===== config.mk =====
export PLATFORM = sky130hd
export DESIGN_NAME = tte_front
export DESIGN_NICKNAME = d
export VERILOG_FILES = /design/src/rtl/tte_pkg.sv /design/src/rtl/tte_front.sv
export SDC_FILE = /design/constraint.sdc
export NUM_CORES = 1
export LEC_CHECK = 0
export BUFFER_PORTS_ARGS = -buffer_cell sky130_fd_sc_hd__buf_2
export CAP_MARGIN = 25
export CELL_PAD_IN_SITES_DETAIL_PLACEMENT = 1
export CELL_PAD_IN_SITES_GLOBAL_PLACEMENT = 1
export CORE_MARGIN = 2
export CORE_UTILIZATION = 32
export CTS_CLUSTER_DIAMETER = 100
export CTS_CLUSTER_SIZE = 40
export DETAILED_ROUTE_END_ITERATION = 8
export PLACE_DENSITY = 0.8
export SYNTH_ARGS = -nofsm -noshare
export SYNTH_HDL_FRONTEND = slang
export SYNTH_SLANG_ARGS = --single-unit
export TNS_END_PERCENT = 10

===== constraint.sdc =====
create_clock -name i_clk -period 2.2 [get_ports i_clk]
set_input_delay 0.11 -clock i_clk [delete_from_list [all_inputs] [get_ports i_clk]]
set_output_delay 0.11 -clock i_clk [all_outputs]
set_load 0.02 [all_outputs]

===== src/rtl/tte_pkg.sv =====
// Shared types and constants for the text terminal character engine.
// Used by every module in rtl/; depends on nothing.
package tte_pkg;

    localparam int COLUMNS    = 80;
    localparam int ROWS       = 25;
    localparam int TAB_STOP   = 4;
    localparam int CELL_COUNT = ROWS * COLUMNS;

    localparam int ROW_W  = 5;
    localparam int COL_W  = 7;
    localparam int IDX_W  = 11;
    localparam int CHAR_W = 8;
    localparam int ATTR_W = 8;
    localparam int CELL_W = 16;
    localparam int ROWT_W = ROW_W + 1;
    localparam int COLT_W = COL_W + 1;

    localparam logic [ATTR_W-1:0] ATTR_RESET = 8'h07;
    localparam logic [CELL_W-1:0] CELL_RESET = 16'h0700;

    // row = (index * DIV_RECIP) >> DIV_SHIFT, then one correction step
    localparam int DIV_SHIFT = 17;
    localparam int DIV_RECIP = (1 << DIV_SHIFT) / COLUMNS + 1;
    localparam int PROD_W    = IDX_W + $clog2(DIV_RECIP + 1);

    localparam int QUEUE_DEPTH = 2;
    localparam int QUEUE_AW    = $clog2(QUEUE_DEPTH);

    localparam int PADDR_W = 3;
    localparam int PDATA_W = 32;
    localparam logic REG_ATTRIBUTE = 1'b0;

    localparam logic [CHAR_W-1:0] CH_NUL = 8'h00;
    localparam logic [CHAR_W-1:0] CH_BEL = 8'h07;
    localparam logic [CHAR_W-1:0] CH_BS  = 8'h08;
    localparam logic [CHAR_W-1:0] CH_TAB = 8'h09;
    localparam logic [CHAR_W-1:0] CH_LF  = 8'h0A;
    localparam logic [CHAR_W-1:0] CH_VT  = 8'h0B;
    localparam logic [CHAR_W-1:0] CH_FF  = 8'h0C;
    localparam logic [CHAR_W-1:0] CH_CR  = 8'h0D;

    localparam logic CMD_PUT  = 1'b0;
    localparam logic CMD_READ = 1'b1;

    typedef enum logic [2:0] {
        OP_READ,
        OP_IGNORE,
        OP_LF,
        OP_CR,
        OP_TAB,
        OP_BS,
        OP_PUT
    } t_op;

    typedef struct packed {
        t_op                op;
        logic [CHAR_W-1:0]  char_byte;
        logic [IDX_W-1:0]   read_index;
    } t_item;

    typedef struct packed {
        logic full;
        logic empty;
    } t_q_status;

    typedef struct packed {
        logic clearing;
    } t_back_status;

    typedef enum logic [2:0] {
        ST_CLEAR,
        ST_IDLE,
        ST_EXEC,
        ST_SCROLL,
        ST_RD_SPLIT,
        ST_RD_ADDR,
        ST_EMIT
    } t_state;

endpackage


===== src/rtl/tte_front.sv =====
// Front stage: accepts requests and classifies the byte into an operation.
// Uses tte_pkg; feeds tte_queue.
module tte_front (
    input  logic                       i_clk,
    input  logic                       i_rst_n,
    input  logic                       i_in_valid,
    output logic                       o_in_stall,
    input  logic                       i_cmd,
    input  logic [tte_pkg::CHAR_W-1:0] i_char_byte,
    input  logic [tte_pkg::IDX_W-1:0]  i_read_index,
    input  tte_pkg::t_back_status      i_back_status,
    input  tte_pkg::t_q_status         i_q_status,
    output logic                       o_push,
    output tte_pkg::t_item             o_item
);

    logic            r_valid;
    logic            n_valid;
    tte_pkg::t_item  r_item;
    tte_pkg::t_item  n_item;
    logic            accept;

    always_comb begin
        o_push     = r_valid && !i_q_status.full;
        o_in_stall = i_back_status.clearing || (r_valid && i_q_status.full);
        accept     = i_in_valid && !o_in_stall;
        n_valid    = accept ? 1'b1 : (o_push ? 1'b0 : r_valid);

        n_item            = r_item;
        if (accept) begin
            n_item.char_byte  = i_char_byte;
            n_item.read_index = i_read_index;
            if (i_cmd == tte_pkg::CMD_READ) begin
                n_item.op = tte_pkg::OP_READ;
            end else begin
                unique case (i_char_byte) inside
                    tte_pkg::CH_NUL, tte_pkg::CH_FF,
                    tte_pkg::CH_VT, tte_pkg::CH_BEL: n_item.op = tte_pkg::OP_IGNORE;
                    tte_pkg::CH_LF:                  n_item.op = tte_pkg::OP_LF;
                    tte_pkg::CH_CR:                  n_item.op = tte_pkg::OP_CR;
                    tte_pkg::CH_TAB:                 n_item.op = tte_pkg::OP_TAB;
                    tte_pkg::CH_BS:                  n_item.op = tte_pkg::OP_BS;
                    default:                         n_item.op = tte_pkg::OP_PUT;
                endcase
            end
        end
    end

    always_ff @(posedge i_clk) begin
        if (!i_rst_n) begin
            r_valid <= 1'b0;
        end else begin
            r_valid <= n_valid;
        end
    end

    always_ff @(posedge i_clk) begin
        r_item <= n_item;
    end

    assign o_item = r_item;

endmodule


==> impl_metrics.json <==
{
  "wire_per_inst_um": 16.08,
  "syn_inst": 46,
  "status": "completed",
  "seqPwrFrac": 0.618,
  "min_path_cells": 1,
  "max_stage_delay_ns": 0.54,
  "hold_path_end": "o_item[15]",
  "drt_iter0_markers": 9,
  "die_x_um": 55.26,
  "area_growth_pct": 54.02,
  "ctsResizeCount": 0,
  "worst_ep_arrival_time_ns": 1.62,
  "power.density_nw_per_um2": 632.8,
  "cts_buffers": 3,
  "cts_setup_buffers": 0,
  "setup_viol": 0,
  "min_period_ns": 1.575,
  "slowest_stage": "dlygate4sd3_1",
  "worst_pin_slew_ns": 0.3322,
  "clkPwrFrac": 0.232,
  "synth_top_family_by_area": "simple AND/OR/NAND/NOR gates",
  "io_pins": 50,
  "rrSetupSlack_ns": 1.02,
  "post-route-period-util": 0.7159,
  "rsz0062_at_grt": "no",
  "synth_seq_cells": 23,
  "gp_congestion": 0.7008,
  "hold_buffers": 12,
  "maxSlewViolCount": 0,
  "r2r_start": "r_valid",
  "postSynthAreaPerCell_um2": 18.28,
  "synthXorXnorAreaFrac": 0,
  "cp.depth": 5,
  "grt_overflow": 0,
  "cts_tree": "built",
  "synth-simple-area-share": 0.09077,
  "coreArea_um2": 2477,
  "cap_viol_max_count": 0,
  "p_sw_w": 0.0001930,
  "initial_core_util": 0.3394,
  "cp_max_fo": 3,
  "placement.io_buffers": 48,
  "synth_compound_area_frac": 0.09077,
  "wirelength_um": 2300,
  "final_cell_mix": "48 x buf_2, 22 x edfxtp_1, 14 x dlygate4sd3_1",
  "slew_headroom": 0.7765,
  "crit_buf_inv": 2,
  "grt_usage": 0.1609,
  "min_from": "i_char_byte[4]",
  "yosys_warnings": 0,
  "grt_first_pass_wirelength_um": 3760,
  "fillCellCount": 279,
  "dr.pass1.iters": 2,
  "total_power_w": 0.0008195,
  "crit_chain": "dlygate4sd3_1, buf_2, or4_4, nor4_2, a311oi_1",
  "synth_nets": 72,
  "row_count": 18,
  "fmax_ghz": 0.6350,
  "layout_commonest_cell": "buf_2",
  "mappedNetlistArea_um2": 840.8,
  "synth_cell_type_count": 21,
  "grt_max_degree": 23,
  "synth_seq_area_share": 0.8095,
  "hold_viol_final": 0,
  "r2r-end": "o_item[12]",
  "fin_nets": 140,
  "cp-start-kind": "primary input",
  "critPathKind": "primary input to flop",
  "antenna_found_initial": 0,
  "crit_path_start": "i_char_byte[5]",
  "worstSkewPairLatency_ns": 0.30,
  "final.setup.tns_ns": 0,
  "cts_max_level": 1,
  "die_h_um": 55.26,
  "die-area_um2": 3054,
  "antenna_left": 0,
  "skew_ns": 0.002905,
  "cts_buffer_depth": 2,
  "yosys.area_share.adder": 0,
  "required_ns": 2.25,
  "viasPerCell": 4.720,
  "synth.mux.area_fraction": 0,
  "route.detailed.drc": 0,
  "path_clk_slew_ns": 0.12,
  "peakVddDrop_mv": 0.3279,
  "cp_top_family": "simple AND/OR/NAND/NOR gates",
  "antenna_cells": 0,
  "cts_root_buffer": "clkbuf_4",
  "end_kind": "flop",
  "internal_power_w": 0.0006264,
  "grt_pass1_vias": 726,
  "r2r_cells": 4,
  "drive_gt1_frac": 0.5044,
  "p_leak_nw": 0.5400,
  "switching_share": 0.2355,
  "num_vias": 675,
  "hp-class": "primary input to flop",
  "utilization": 0.5227,
  "cts_sinks": 23,
  "power_frac_comb": 0.149
}
routing by layer:
metal  global-route usage  wire length (um)
met1               0.1966               986
met2               0.2857              1227
met3              0.02108                86
met4              0.06272                 0
met5                    0                 0
sequential cells by signal (all words and copies together) (netlist names):
name / flops
o_item: 22
r_valid: 1
worst max path at each step:
stage	to	slack, ns
6_report	o_item[20]	0.63
5_1_grt	o_item[20]	0.57
4_1_cts	o_item[8]	1.02
3_5_place_dp	o_item[20]	0.85
3_3_place_gp	o_item[20]	0.87
2_1_floorplan	o_item[0]	0.30
stage by stage:
| stage | hold WS [ns] | setup WS (ns) | cells | area [um^2] |
|---|---|---|---|---|
| final | 0.01384 | 0.6251 | 143 | 1295 |
| after CTS | 0.001256 | 1.022 | 141 | 1275 |
| after floorplan | 0.2089 | 0.2996 | 46 | 840.8 |
| after detailed placement | 0.2888 | 0.8532 | 125 | 1129 |
| after global routing | 0.009372 | 0.5702 | 143 | 1295 |
| after global placement | 0.2866 | 0.8740 | 125 | 1129 |
area by class of cell:
type	count	area (um^2)	share of cell area
Inverter	2	7.507	0.005797
Tap cell	30	37.54	0.02899
Timing Repair Buffer	63	387.9	0.2995
Sequential cell	23	680.7	0.5256
Clock buffer	4	26.28	0.02029
Multi-Input combinational cell	21	155.1	0.1198
synthesized netlist by cell type:
cell | n | share of area
a2111oi_2 | 1 | 0.018
a211o_1 | 1 | 0.010
a211oi_1 | 1 | 0.0089
a21o_1 | 1 | 0.0089
a21oi_1 | 1 | 0.0059
a311oi_1 | 1 | 0.010
a31oi_1 | 1 | 0.0074
and2_1 | 1 | 0.0074
and2b_4 | 1 | 0.012
dfxtp_1 | 1 | 0.024
edfxtp_1 | 22 | 0.79
inv_1 | 2 | 0.0089
nand2_1 | 1 | 0.0045
nand2b_1 | 1 | 0.0074
nor2_1 | 2 | 0.0089
nor2b_1 | 2 | 0.015
nor4_1 | 1 | 0.0074
nor4_2 | 1 | 0.015
o21ai_0 | 2 | 0.012
o31ai_1 | 1 | 0.0089
or4_4 | 1 | 0.013
power by group through the flow:
| stage | Clock, W | Sequential (W) | Combinational (W) |
|---|---|---|---|
| final | 0.000190 | 0.000507 | 0.000122 |
| after floorplan | 0 | 0.000540 | 0.0000243 |
| after detailed placement | 0 | 0.000516 | 0.000101 |
| after global routing | 0.000212 | 0.000508 | 0.000133 |
| after global placement | 0 | 0.000515 | 0.0000971 |
| after CTS | 0.000196 | 0.000506 | 0.000118 |
cells by family after synthesis:
logic type | after synthesis
flip-flops | 23
AND/OR/NAND/NOR | 11
AO/OA/AOI/OAI | 10
buffers and inverters | 2
Power figures use the tool's default switching activity.
