**src/rtl/tte_pkg.sv**
```systemverilog
// Shared types and constants for the text terminal character engine.
// Used by every module in rtl/; depends on nothing.
package tte_pkg;

    localparam int COLUMNS    = 80;
    localparam int ROWS       = 25;
    localparam int TAB_STOP   = 4;
    localparam int CELL_COUNT = ROWS * COLUMNS;

    localparam int ROW_W  = 5;
    localparam int COL_W  = 7;
    localparam int IDX_W  = 11;
    localparam int CHAR_W = 8;
    localparam int ATTR_W = 8;
    localparam int CELL_W = 16;
    localparam int ROWT_W = ROW_W + 1;
    localparam int COLT_W = COL_W + 1;

    localparam logic [ATTR_W-1:0] ATTR_RESET = 8'h07;
    localparam logic [CELL_W-1:0] CELL_RESET = 16'h0700;

    // row = (index * DIV_RECIP) >> DIV_SHIFT, then one correction step
    localparam int DIV_SHIFT = 17;
    localparam int DIV_RECIP = (1 << DIV_SHIFT) / COLUMNS + 1;
    localparam int PROD_W    = IDX_W + $clog2(DIV_RECIP + 1);

    localparam int QUEUE_DEPTH = 2;
    localparam int QUEUE_AW    = $clog2(QUEUE_DEPTH);

    localparam int PADDR_W = 3;
    localparam int PDATA_W = 32;
    localparam logic REG_ATTRIBUTE = 1'b0;

    localparam logic [CHAR_W-1:0] CH_NUL = 8'h00;
    localparam logic [CHAR_W-1:0] CH_BEL = 8'h07;
    localparam logic [CHAR_W-1:0] CH_BS  = 8'h08;
    localparam logic [CHAR_W-1:0] CH_TAB = 8'h09;
    localparam logic [CHAR_W-1:0] CH_LF  = 8'h0A;
    localparam logic [CHAR_W-1:0] CH_VT  = 8'h0B;
    localparam logic [CHAR_W-1:0] CH_FF  = 8'h0C;
    localparam logic [CHAR_W-1:0] CH_CR  = 8'h0D;

    localparam logic CMD_PUT  = 1'b0;
    localparam logic CMD_READ = 1'b1;

    typedef enum logic [2:0] {
        OP_READ,
        OP_IGNORE,
        OP_LF,
        OP_CR,
        OP_TAB,
        OP_BS,
        OP_PUT
    } t_op;

    typedef struct packed {
        t_op                op;
        logic [CHAR_W-1:0]  char_byte;
        logic [IDX_W-1:0]   read_index;
    } t_item;

    typedef struct packed {
        logic full;
        logic empty;
    } t_q_status;

    typedef struct packed {
        logic clearing;
    } t_back_status;

    typedef enum logic [2:0] {
        ST_CLEAR,
        ST_IDLE,
        ST_EXEC,
        ST_SCROLL,
        ST_RD_SPLIT,
        ST_RD_ADDR,
        ST_EMIT
    } t_state;

endpackage

```
**src/rtl/tte_queue.sv**
```systemverilog
// Short request queue between the front and back stages.
// Uses tte_pkg for the entry type and depth.
module tte_queue (
    input  logic               i_clk,
    input  logic               i_rst_n,
    input  logic               i_push,
    input  tte_pkg::t_item     i_item,
    input  logic               i_pop,
    output tte_pkg::t_item     o_head,
    output tte_pkg::t_q_status o_status
);

    tte_pkg::t_item                r_slot [tte_pkg::QUEUE_DEPTH];
    logic [tte_pkg::QUEUE_AW-1:0]  r_wptr;
    logic [tte_pkg::QUEUE_AW-1:0]  r_rptr;
    logic [tte_pkg::QUEUE_AW:0]    r_count;

    always_comb begin
        o_status.full  = (r_count == (tte_pkg::QUEUE_AW + 1)'(tte_pkg::QUEUE_DEPTH));
        o_status.empty = (r_count == '0);
        o_head         = r_slot[r_rptr];
    end

    always_ff @(posedge i_clk) begin
        if (!i_rst_n) begin
            r_wptr  <= '0;
            r_rptr  <= '0;
            r_count <= '0;
        end else begin
            if (i_push) begin
                r_wptr <= r_wptr + 1'b1;
            end
            if (i_pop) begin
                r_rptr <= r_rptr + 1'b1;
            end
            case ({i_push, i_pop})
                2'b10:   r_count <= r_count + 1'b1;
                2'b01:   r_count <= r_count - 1'b1;
                default: r_count <= r_count;
            endcase
        end
    end

    always_ff @(posedge i_clk) begin
        if (i_push) begin
            r_slot[r_wptr] <= i_item;
        end
    end

endmodule

```
**config.mk**
```make
export PLATFORM = sky130hd
export DESIGN_NAME = tte_queue
export DESIGN_NICKNAME = d
export VERILOG_FILES = /design/src/rtl/tte_pkg.sv /design/src/rtl/tte_queue.sv
export SDC_FILE = /design/constraint.sdc
export NUM_CORES = 1
export LEC_CHECK = 0
export BUFFER_PORTS_ARGS = -buffer_cell sky130_fd_sc_hd__buf_2
export CORE_AREA = 2 2 85 87
export CTS_CLUSTER_SIZE = 12
export DETAILED_ROUTE_END_ITERATION = 12
export DIE_AREA = 0 0 87 89
export PLACE_DENSITY = 0.49
export SYNTH_ARGS = -nofsm -noshare
export SYNTH_HDL_FRONTEND = slang
export SYNTH_SLANG_ARGS = --single-unit
```
**constraint.sdc**
```tcl
create_clock -name i_clk -period 1.73 [get_ports i_clk]
set_input_delay 0.2595 -clock i_clk [delete_from_list [all_inputs] [get_ports i_clk]]
set_output_delay 0.2595 -clock i_clk [all_outputs]
set_load 0.02 [all_outputs]
```
==> impl_metrics.env, run 1 <==
export IMPL_synthTopCellsByArea="edfxtp_1 74%, mux2_2 14%, dfxtp_1 5.6%"
export IMPL_core_area_um2=6720
export IMPL_dp_cells=222
export IMPL_finalClockSkew_ns=0.00319
export IMPL_cts_setup_buffers=0
export IMPL_setup_ws_ns=0.103
export IMPL_cts_buffer_depth=2
export IMPL_htreeDepth=2
export IMPL_start_util_pct=26.7
export IMPL_layout_nets=176
export IMPL_cp_arrival_ns=1.37
export IMPL_wirelength_um=3260
export IMPL_p_sw_w=0.000568
export IMPL_io_pins=50
export IMPL_drive_above_1_share_pct=56.7
export IMPL_grt_ovfl_total=0
export IMPL_yosysMostFrequentCell="edfxtp_1"
export IMPL_power_leakage_nw=0.850
export IMPL_yosysTopAreaCell="edfxtp_1"
export IMPL_ys_ff_latch=49
export IMPL_path_delay_family="buffers and inverters"
export IMPL_gr_usage_met3_pct=3.97
export IMPL_fmax_ghz=0.615
export IMPL_seqCellArea_um2=1420
export IMPL_insertion_delay_ns=0.29
export IMPL_synthCells=90
export IMPL_detailedRoute_firstPassIterationCount=4
export IMPL_wire_per_inst_um=14.2
export IMPL_cts_resized=0
export IMPL_cts_buffers=5
export IMPL_drcViolationCount=0
export IMPL_syn_area_per_cell_um2=19.9
export IMPL_required_ns=1.47
export IMPL_clkTransAtPathRegs_ns=0.09
export IMPL_end_kind="output port"
export IMPL_diodes=0
export IMPL_syn2layout_area_growth_pct=26.7
export IMPL_fin_crit_ns=1.63
export IMPL_grt_use_met2_pct=15.5
export IMPL_critPathMaxStageDelay_ns=0.36
export IMPL_cts_sinks=49
export IMPL_slew_limit_headroom_pct=77.6
export IMPL_peakVddDrop_uv=274
export IMPL_dieArea_um2=7740
export IMPL_portBuffers=49
export IMPL_grt_pass1_wl_um=5110
export IMPL_start_kind="flop"
export IMPL_grtUsageTotal_pct=8.91
export IMPL_p_int_w=0.00180
export IMPL_ys_seq_area_share_pct=79.2
export IMPL_p_comb_share_pct=14.6
export IMPL_busiest_layer="met2"
export IMPL_critical_path_class="reg2out"
export IMPL_grt_antenna_before_repair=0
export IMPL_fin_tns_setup_ns=0
export IMPL_status="finished clean"
export IMPL_cp_cell_sequence="buf_4, mux2_2, buf_2"
export IMPL_synthFlopType="edfxtp_1"
export IMPL_cts_tree="yes"
export IMPL_fin_cells=230
export IMPL_syn_num_nets=117
export IMPL_place_hpwl_um=2430
export IMPL_power_switching_share_pct=24.0
export IMPL_critPathBufInv=2
export IMPL_drt_initial_drc_count=33
export IMPL_r2r_slack_ns=0.59
export IMPL_grt_pass1_vias=1045
export IMPL_ant_nets=0
export IMPL_ctsRootBufferMaster="clkbuf_8"
export IMPL_ys_async_sr_fraction_pct=0
export IMPL_vias=958
export IMPL_viasPerCell=4.17
export IMPL_tightest_slew_ns=0.335
export IMPL_die_h_um=89
export IMPL_worstPathMaxFanout=9
export IMPL_yosys_warnings=0
export IMPL_min_period_over_period_pct=94.0
export IMPL_hold_viol=0
export IMPL_drv_slew=0
export IMPL_grt_max_degree=20
export IMPL_synth_top_area_share_pct=73.6
export IMPL_fp_dieW_um=87
export IMPL_preCtsSetupSlack_ns=0.413
export IMPL_power_share_sequential_pct=58.5
export IMPL_netlist_area_um2=1800
export IMPL_ys_types=16
export IMPL_gp_congestion=0.700
export IMPL_rows=30
export IMPL_synth_common_cells="44 x edfxtp_1, 22 x mux2_2, 5 x dfxtp_1"
export IMPL_hold_buffers=0
export IMPL_rsz0062_at_grt="no"
export IMPL_maxCapViolations=0
export IMPL_clkPwrFrac_pct=27.0
export IMPL_cpMaxStageDelayCell="mux2_2"
export IMPL_nFillCells=660
export IMPL_hold_path_class="in2reg"
export IMPL_finalSetupViolCount=0
export IMPL_synth_edf_count=44
export IMPL_multi_input_area_um2=363
export IMPL_gr_usage_met1_pct=9.86
export IMPL_power_density_nw_per_um2=1040
==> cells by family after synthesis <==
kind of cell | count (synthesis) | synth area share, %
mux | 22 | 13.8
flops | 49 | 79.2
xor+xnor | 3 | 1.46
buf+inv | 3 | 0.766
simple gates | 9 | 3.00
compound gates | 3 | 1.12
fa+ha+maj | 1 | 0.697
==> worst reg2reg max path, cell delays in order, from the launching register on <==
cell	delay, ns
dfxtp_1	0.33
nor2_2	0.30
buf_12	0.22
==> power by group through the flow <==
stage / registers, W / logic, W / clock network [W]
floorplan: 0.00140 / 0.000213 / 0
global placement: 0.00140 / 0.000339 / 0
detailed placement: 0.00141 / 0.000350 / 0
CTS: 0.00138 / 0.000352 / 0.000675
global route: 0.00139 / 0.000377 / 0.000727
finish: 0.00138 / 0.000344 / 0.000638
==> routing by layer <==
metal	up-vias	routed length, µm	part of all wire, %
met5	-	0	0
met4	0	10	0.31
met3	2	250	7.7
met2	34	1670	51
met1	464	1330	41
li1	458	-	-
==> registers in the layout, indices dropped and copies added (netlist names), named ones only <==
signal and flops:
r_count 2, r_rptr 1, r_slot 44, r_wptr 1
==> path summary, 6_finish.rpt <==
path,startpoint,to,cells past startpoint
worst max register to register,r_wptr,r_slot[0][20],2
worst min-delay path,i_item[0],r_slot[0][0],1
worst max-delay path,flop,o_head[9],3
worst min register to register,r_count[1],r_count[1],2
==> stage by stage <==
step / utilization, % / total power, W / hold slack (ns) / cell area, µm²
2_1_floorplan: - / 0.00162 / 0.358 / 1800
5_1_grt: 33.9 / 0.00249 / 0.135 / 2270
4_1_cts: 33.8 / 0.00241 / 0.141 / 2270
6_report: 33.9 / 0.00236 / 0.153 / 2270
3_5_place_dp: 32.5 / 0.00176 / 0.453 / 2180
3_3_place_gp: 32.5 / 0.00174 / 0.450 / 2180
==> final cells by class <==
cell class	count	share of cell area [%]
clock buffers	6	3.19
clock inverters	2	0.660
inverters	1	0.165
multi-input cells	38	16.0
flip-flops and latches	49	62.5
well taps	80	4.40
repair buffers	54	13.1
==> cell usage in the layout (no fill, tap or decap) <==
cell	n
nor2b_1	1
or3_1	1
buf_12	1
clkbuf_8	5
nor2_2	1
and2_1	4
a21boi_1	1
inv_1	1
dfxtp_1	5
clkinvlp_4	2
xor2_1	1
o21ai_0	1
buf_2	49
edfxtp_1	44
buf_4	3
mux2_2	22
o21a_1	1
and2b_2	1
nor2_1	1
xnor2_1	2
ha_1	1
clkbuf_1	1
buf_6	1
(Power assumes the default switching activity.)
==> run 2, diff against run 1 <==
--- a/config.mk
+++ b/config.mk
@@ -6,11 +6,13 @@
 export NUM_CORES = 1
 export LEC_CHECK = 0
 export BUFFER_PORTS_ARGS = -buffer_cell sky130_fd_sc_hd__buf_2
+export CELL_PAD_IN_SITES_DETAIL_PLACEMENT = 0
+export CELL_PAD_IN_SITES_GLOBAL_PLACEMENT = 1
 export CORE_AREA = 2 2 85 87
 export CTS_CLUSTER_SIZE = 12
 export DETAILED_ROUTE_END_ITERATION = 12
 export DIE_AREA = 0 0 87 89
-export PLACE_DENSITY = 0.49
+export PLACE_DENSITY = 0.56
 export SYNTH_ARGS = -nofsm -noshare
 export SYNTH_HDL_FRONTEND = slang
 export SYNTH_SLANG_ARGS = --single-unit
==> run 2 against run 1 <==
Sequential power is essentially flat. Count of clock-buffer cells in the layout is the same. Highest routed layer unchanged. Critical path type unchanged. Non-clock buffer count is the same.
==> impl_metrics.env, run 2 (synthesis gave the netlist of run 1 again) <==
export IMPL_diodes=0
export IMPL_rows=30
export IMPL_drive_above_1_share_pct=55.7
export IMPL_start_util_pct=26.7
export IMPL_p_comb_share_pct=14.5
export IMPL_cts_buffer_depth=2
export IMPL_hold_viol=0
export IMPL_rsz0062_at_grt="no"
export IMPL_cts_buffers=5
export IMPL_hold_path_class="in2reg"
export IMPL_tightest_slew_ns=0.320
export IMPL_p_int_w=0.00178
export IMPL_core_area_um2=6720
export IMPL_critical_path_class="reg2out"
export IMPL_final_common_cell="buf_2"
export IMPL_power_switching_share_pct=23.2
export IMPL_fin_tns_setup_ns=0
export IMPL_reg2reg_depth=2
export IMPL_min_delay_start="i_item[10]"
export IMPL_cp_arrival_ns=1.36
export IMPL_grt_antenna_before_repair=0
export IMPL_final_cell_mix="49 x buf_2, 44 x edfxtp_1, 22 x mux2_2"
export IMPL_p_sw_w=0.000537
export IMPL_preCtsSetupSlack_ns=0.410
export IMPL_grt_pass1_vias=968
export IMPL_hold_buffers=0
export IMPL_drv_slew=0
export IMPL_finalSetupViolCount=0
export IMPL_cts_tree="yes"
export IMPL_grtUsageTotal_pct=8.11
export IMPL_finalClockSkew_ns=0.00608
export IMPL_wire_per_inst_um=14.0
export IMPL_largest_register_ffs=44
export IMPL_power_density_nw_per_um2=1030
export IMPL_power_w=0.00232
export IMPL_portBuffers=49
export IMPL_fin_crit_ns=1.62
export IMPL_grt_max_degree=23
export IMPL_maxCapViolations=0
export IMPL_min_path_cells=1
export IMPL_power_share_sequential_pct=59.6
export IMPL_setup_ws_ns=0.113
export IMPL_die_h_um=89
export IMPL_dieArea_um2=7740
export IMPL_io_pins=50
export IMPL_min_period_over_period_pct=93.5
export IMPL_detailedRoute_firstPassIterationCount=3
export IMPL_drt_initial_drc_count=26
export IMPL_insertion_delay_ns=0.29
export IMPL_r2r_start="r_wptr"
export IMPL_power_leakage_nw=0.846
export IMPL_clkPwrFrac_pct=25.9
export IMPL_reg_top3="r_slot (44), r_count (2)"
export IMPL_htreeDepth=2
export IMPL_cts_resized=0
export IMPL_worstPathMaxFanout=12
export IMPL_drcViolationCount=0
export IMPL_regMostFlops="r_slot"
export IMPL_fmax_ghz=0.618
export IMPL_ctsRootBufferMaster="clkbuf_8"
export IMPL_end_kind="output port"
export IMPL_peakVddDrop_uv=249
export IMPL_wirelength_um=3210
export IMPL_grt_pass1_wl_um=4600
export IMPL_start_kind="flop"
export IMPL_layout_nets=176
export IMPL_slew_limit_headroom_pct=78.7
export IMPL_gp_congestion=0.694
export IMPL_grt_ovfl_total=0
export IMPL_whs_ns=0.154
export IMPL_place_hpwl_um=2290
export IMPL_cts_sinks=49
export IMPL_fp_dieW_um=87
export IMPL_viasPerCell=4.21
export IMPL_cts_setup_buffers=0
export IMPL_clkTransAtPathRegs_ns=0.08
export IMPL_status="finished clean"
export IMPL_ant_nets=0
export IMPL_vias=963
export IMPL_required_ns=1.47
export IMPL_syn2layout_area_growth_pct=25.2
run 2: metal layers:
metal	part of all wire (%)	track usage, %	routed length, µm
met4	2.1	4.26	67
met2	51	14.0	1630
met3	5.6	2.86	179
met5	0	0	0
met1	41	8.78	1330
run 2: final timing paths:
check             slack, ns            end
setup / recovery       0.11     o_head[20]
hold / removal         0.15  r_slot[0][10]
setup reg to reg       0.60  r_slot[1][17]
hold reg to reg        0.51     r_count[1]
run 2: through the flow:
stage	instances	util [%]	cell area, µm²
final	229	33.4	2250
after global placement	222	32.3	2170
after CTS	229	33.4	2250
after global routing	229	33.4	2250
after floorplan	90	-	1800
after detailed placement	222	32.3	2170
run 2: layout make-up:
class | instances | area, µm²
fill | 642 | 4470
sequential | 49 | 1420
multi-input combinational | 38 | 363
timing repair buffer | 54 | 283
tap | 80 | 100
clock buffer | 6 | 72.6
clock inverter | 1 | 3.75
inverter | 1 | 3.75
run 2: power groups by stage:
stage	clock network, W	logic (W)	registers (W)
final	0.000599	0.000336	0.00138
after detailed placement	0	0.000343	0.00141
after global routing	0.000674	0.000366	0.00139
after floorplan	0	0.000213	0.00140
after CTS	0.000639	0.000344	0.00138
after global placement	0	0.000337	0.00141
run 2: critical path, cell delays in order, from the launching register on:
cell and delay (ns):
dfxtp_1 0.34, buf_4 0.22, mux2_2 0.35, buf_2 0.16
==> run 3, diff against run 2 <==
--- a/config.mk
+++ b/config.mk
@@ -5,14 +5,15 @@
 export SDC_FILE = /design/constraint.sdc
 export NUM_CORES = 1
 export LEC_CHECK = 0
+export ABC_AREA = 1
 export BUFFER_PORTS_ARGS = -buffer_cell sky130_fd_sc_hd__buf_2
 export CELL_PAD_IN_SITES_DETAIL_PLACEMENT = 0
 export CELL_PAD_IN_SITES_GLOBAL_PLACEMENT = 1
-export CORE_AREA = 2 2 85 87
+export CORE_AREA = 2 2 86 88
 export CTS_CLUSTER_SIZE = 12
 export DETAILED_ROUTE_END_ITERATION = 12
-export DIE_AREA = 0 0 87 89
-export PLACE_DENSITY = 0.56
+export DIE_AREA = 0 0 88 90
+export PLACE_DENSITY = 0.54
 export SYNTH_ARGS = -nofsm -noshare
 export SYNTH_HDL_FRONTEND = slang
 export SYNTH_SLANG_ARGS = --single-unit
==> constraint.sdc (replaced) <==
create_clock -name i_clk -period 1.6 [get_ports i_clk]
set_input_delay 0.24 -clock i_clk [delete_from_list [all_inputs] [get_ports i_clk]]
set_output_delay 0.24 -clock i_clk [all_outputs]
set_load 0.02 [all_outputs]
==> run 3 against run 2 <==
Clock power up 24%. Critical endpoint is now o_head[11]. Cell count up 15%. Critical path depth unchanged. Synthesized cell count up 14%. Design area up 4.5%. Largest power group unchanged.
==> impl_metrics.env, run 3 <==
export IMPL_status="finished clean"
export IMPL_detailedRoute_firstPassIterationCount=3
export IMPL_htreeDepth=2
export IMPL_peakVddDrop_uv=401
export IMPL_p_comb_share_pct=13.2
export IMPL_ctsRootBufferMaster="clkbuf_8"
export IMPL_required_ns=1.36
export IMPL_fin_util_pct=33.4
export IMPL_clkTransAtPathRegs_ns=0.10
export IMPL_end_kind="output port"
export IMPL_synth_common_cells="44 x edfxtp_1, 22 x mux2_2, 12 x nor2_1"
export IMPL_syn_num_nets=130
export IMPL_yosysMostFrequentCell="edfxtp_1"
export IMPL_grt_pass1_wl_um=5320
export IMPL_drive_above_1_share_pct=53.0
export IMPL_cts_buffers=5
export IMPL_worstPathMaxFanout=11
export IMPL_fin_crit_ns=1.56
export IMPL_synth_top_family_by_area="multiplexers"
export IMPL_power_share_sequential_pct=58.0
export IMPL_die_h_um=90
export IMPL_fp_dieW_um=88
export IMPL_r2r_start="r_wptr"
export IMPL_maxCapViolations=0
export IMPL_drv_slew=0
export IMPL_min_period_over_period_pct=97.6
export IMPL_grtUsageTotal_pct=9.00
export IMPL_grt_ovfl_total=0
export IMPL_rsz0062_at_grt="yes"
export IMPL_hold_buffers=0
export IMPL_core_area_um2=7020
export IMPL_layout_nets=190
export IMPL_synth_simple_area_share_pct=4.47
export IMPL_io_pins=50
export IMPL_synthAdderAreaFrac_pct=0.688
export IMPL_netlist_area_um2=1820
export IMPL_start_kind="flop"
export IMPL_yosys_warnings=0
export IMPL_synthTopCellsByArea="edfxtp_1 73%, mux2_2 14%, dfxtp_1 5.5%"
export IMPL_gp_congestion=0.665
export IMPL_synth_edf_count=44
export IMPL_ys_seq_area_share_pct=78.2
export IMPL_ys_ff_latch=49
export IMPL_place_hpwl_um=2370
export IMPL_fmax_ghz=0.640
export IMPL_critical_path_class="reg2out"
export IMPL_regMostFlops="r_slot"
export IMPL_slew_limit_headroom_pct=82.9
export IMPL_rows=31
export IMPL_ant_nets=0
export IMPL_ys_types=11
export IMPL_cts_sinks=49
export IMPL_r2r_slack_ns=0.45
export IMPL_finalClockSkew_ns=0.00732
export IMPL_reg_top3="r_slot (44), r_count (2)"
export IMPL_hold_path_class="in2reg"
export IMPL_p_sw_w=0.000643
export IMPL_fin_tns_setup_ns=0
export IMPL_cts_tree="yes"
export IMPL_synthFlopType="edfxtp_1"
export IMPL_largest_register_ffs=44
export IMPL_drt_initial_drc_count=33
export IMPL_synth_compound_area_share_pct=0.551
export IMPL_dieArea_um2=7920
export IMPL_diodes=0
export IMPL_wirelength_um=3320
export IMPL_p_int_w=0.00193
export IMPL_grt_max_degree=19
export IMPL_cts_buffer_depth=2
export IMPL_syn_area_per_cell_um2=17.7
export IMPL_final_common_cell="buf_2"
export IMPL_start_util_pct=25.9
export IMPL_synthCells=103
export IMPL_reg2reg_depth=3
export IMPL_r2r_end="r_slot[1][19]"
export IMPL_power_switching_share_pct=24.9
export IMPL_final_cell_mix="47 x buf_2, 44 x edfxtp_1, 21 x mux2_2, 11 x nor2_1, 8 x nand2_1"
export IMPL_viasPerCell=3.88
export IMPL_endpoint="o_head[11]"
export IMPL_grt_pass1_vias=1070
export IMPL_yosys_area_share_xor_xnor_pct=0
export IMPL_hold_viol=0
export IMPL_power_leakage_nw=0.905
export IMPL_ys_async_sr_fraction_pct=0
export IMPL_syn2layout_area_growth_pct=29.1
export IMPL_clkPwrFrac_pct=28.9
export IMPL_grt_antenna_before_repair=0
export IMPL_power_w=0.00258
export IMPL_wire_per_inst_um=12.6
export IMPL_cp_arrival_ns=1.32
export IMPL_synth_top_area_share_pct=72.7
export IMPL_synthMuxAreaShare_pct=13.6
export IMPL_insertion_delay_ns=0.30
export IMPL_yosysTopAreaCell="edfxtp_1"
export IMPL_vias=1021
export IMPL_power_density_nw_per_um2=1100
export IMPL_drcViolationCount=0
export IMPL_tightest_slew_ns=0.256
export IMPL_finalSetupViolCount=0
export IMPL_portBuffers=49
## run 3: changes by cell type after synthesis, moves of 2 or more
cell	before	now
nor2_1	2	12
nand2_1	0	8
inv_1	1	6
and2_1	4	0
buf_2	2	0
buf_6	0	2
xnor2_1	2	0
## run 3: kinds of logic (layout without fill, tap and decap cells)
group	Yosys count	count (layout)
buffers and inverters	8	69
flip-flops	49	49
AND/OR/NAND/NOR	21	21
multiplexers	22	22
AO/OA/AOI/OAI	2	2
adder cells (fa/ha/maj)	1	1
## run 3: cell type report
cell class | count | area (µm²)
inverters | 6 | 22.5
flip-flops and latches | 49 | 1430
clock inverters | 3 | 25.0
well taps | 99 | 124
multi-input cells | 46 | 358
fillers | 702 | 4670
clock buffers | 5 | 68.8
repair buffers | 55 | 324
## run 3: per-stage QoR
| step | hold slack (ns) | instances | setup WS (ns) | instance area (µm²) |
|---|---|---|---|---|
| 2_1_floorplan | 0.339 | 103 | 0.287 | 1820 |
| 3_3_place_gp | 0.427 | 254 | 0.323 | 2220 |
| 3_5_place_dp | 0.431 | 254 | 0.316 | 2220 |
| 4_1_cts | 0.107 | 263 | 0.00189 | 2330 |
| 5_1_grt | 0.0992 | 263 | -0.0121 | 2350 |
| 6_report | 0.118 | 263 | 0.0379 | 2350 |
## run 3: power by group through the flow
stage | combinational [W] | clock [W] | sequential (W)
after floorplan | 0.000204 | 0 | 0.00152
after global placement | 0.000328 | 0 | 0.00152
after detailed placement | 0.000333 | 0 | 0.00152
after CTS | 0.000341 | 0.000786 | 0.00150
after global routing | 0.000372 | 0.000843 | 0.00150
final | 0.000340 | 0.000744 | 0.00149
## run 3: how the worst min path moves through the flow
| stage | to | cells past startpoint | from |
|---|---|---|---|
| after global placement | r_slot[0][9] | 1 | i_item[9] |
| after CTS | r_slot[0][2] | 1 | i_item[2] |
| after global routing | r_slot[1][20] | 1 | i_item[20] |
| final | r_slot[0][2] | 1 | i_item[2] |
| after detailed placement | r_slot[1][9] | 1 | i_item[9] |
| after floorplan | r_slot[0][0] | 0 | i_item[0] |
## run 3: metal layers
metal / track usage (%) / part of all wire [%] / up-vias
met4: 3.46 / 1.2 / 0
li1: - / - / 496
met2: 15.3 / 54 / 28
met1: 10.1 / 40 / 492
met5: 0 / 0 / -
met3: 3.40 / 5.1 / 5
## run 3: repair_timing
item,in CTS,in global routing
gates cloned,1,0
resized for setup,6,4
endpoints found under the setup margin,22,14
buffers inserted,0,0
## run 3: worst max-delay path: stages, from the launching register on
cell     delay [ns]
dfxtp_4        0.38
buf_12         0.14
mux2_2         0.34
buf_2          0.16
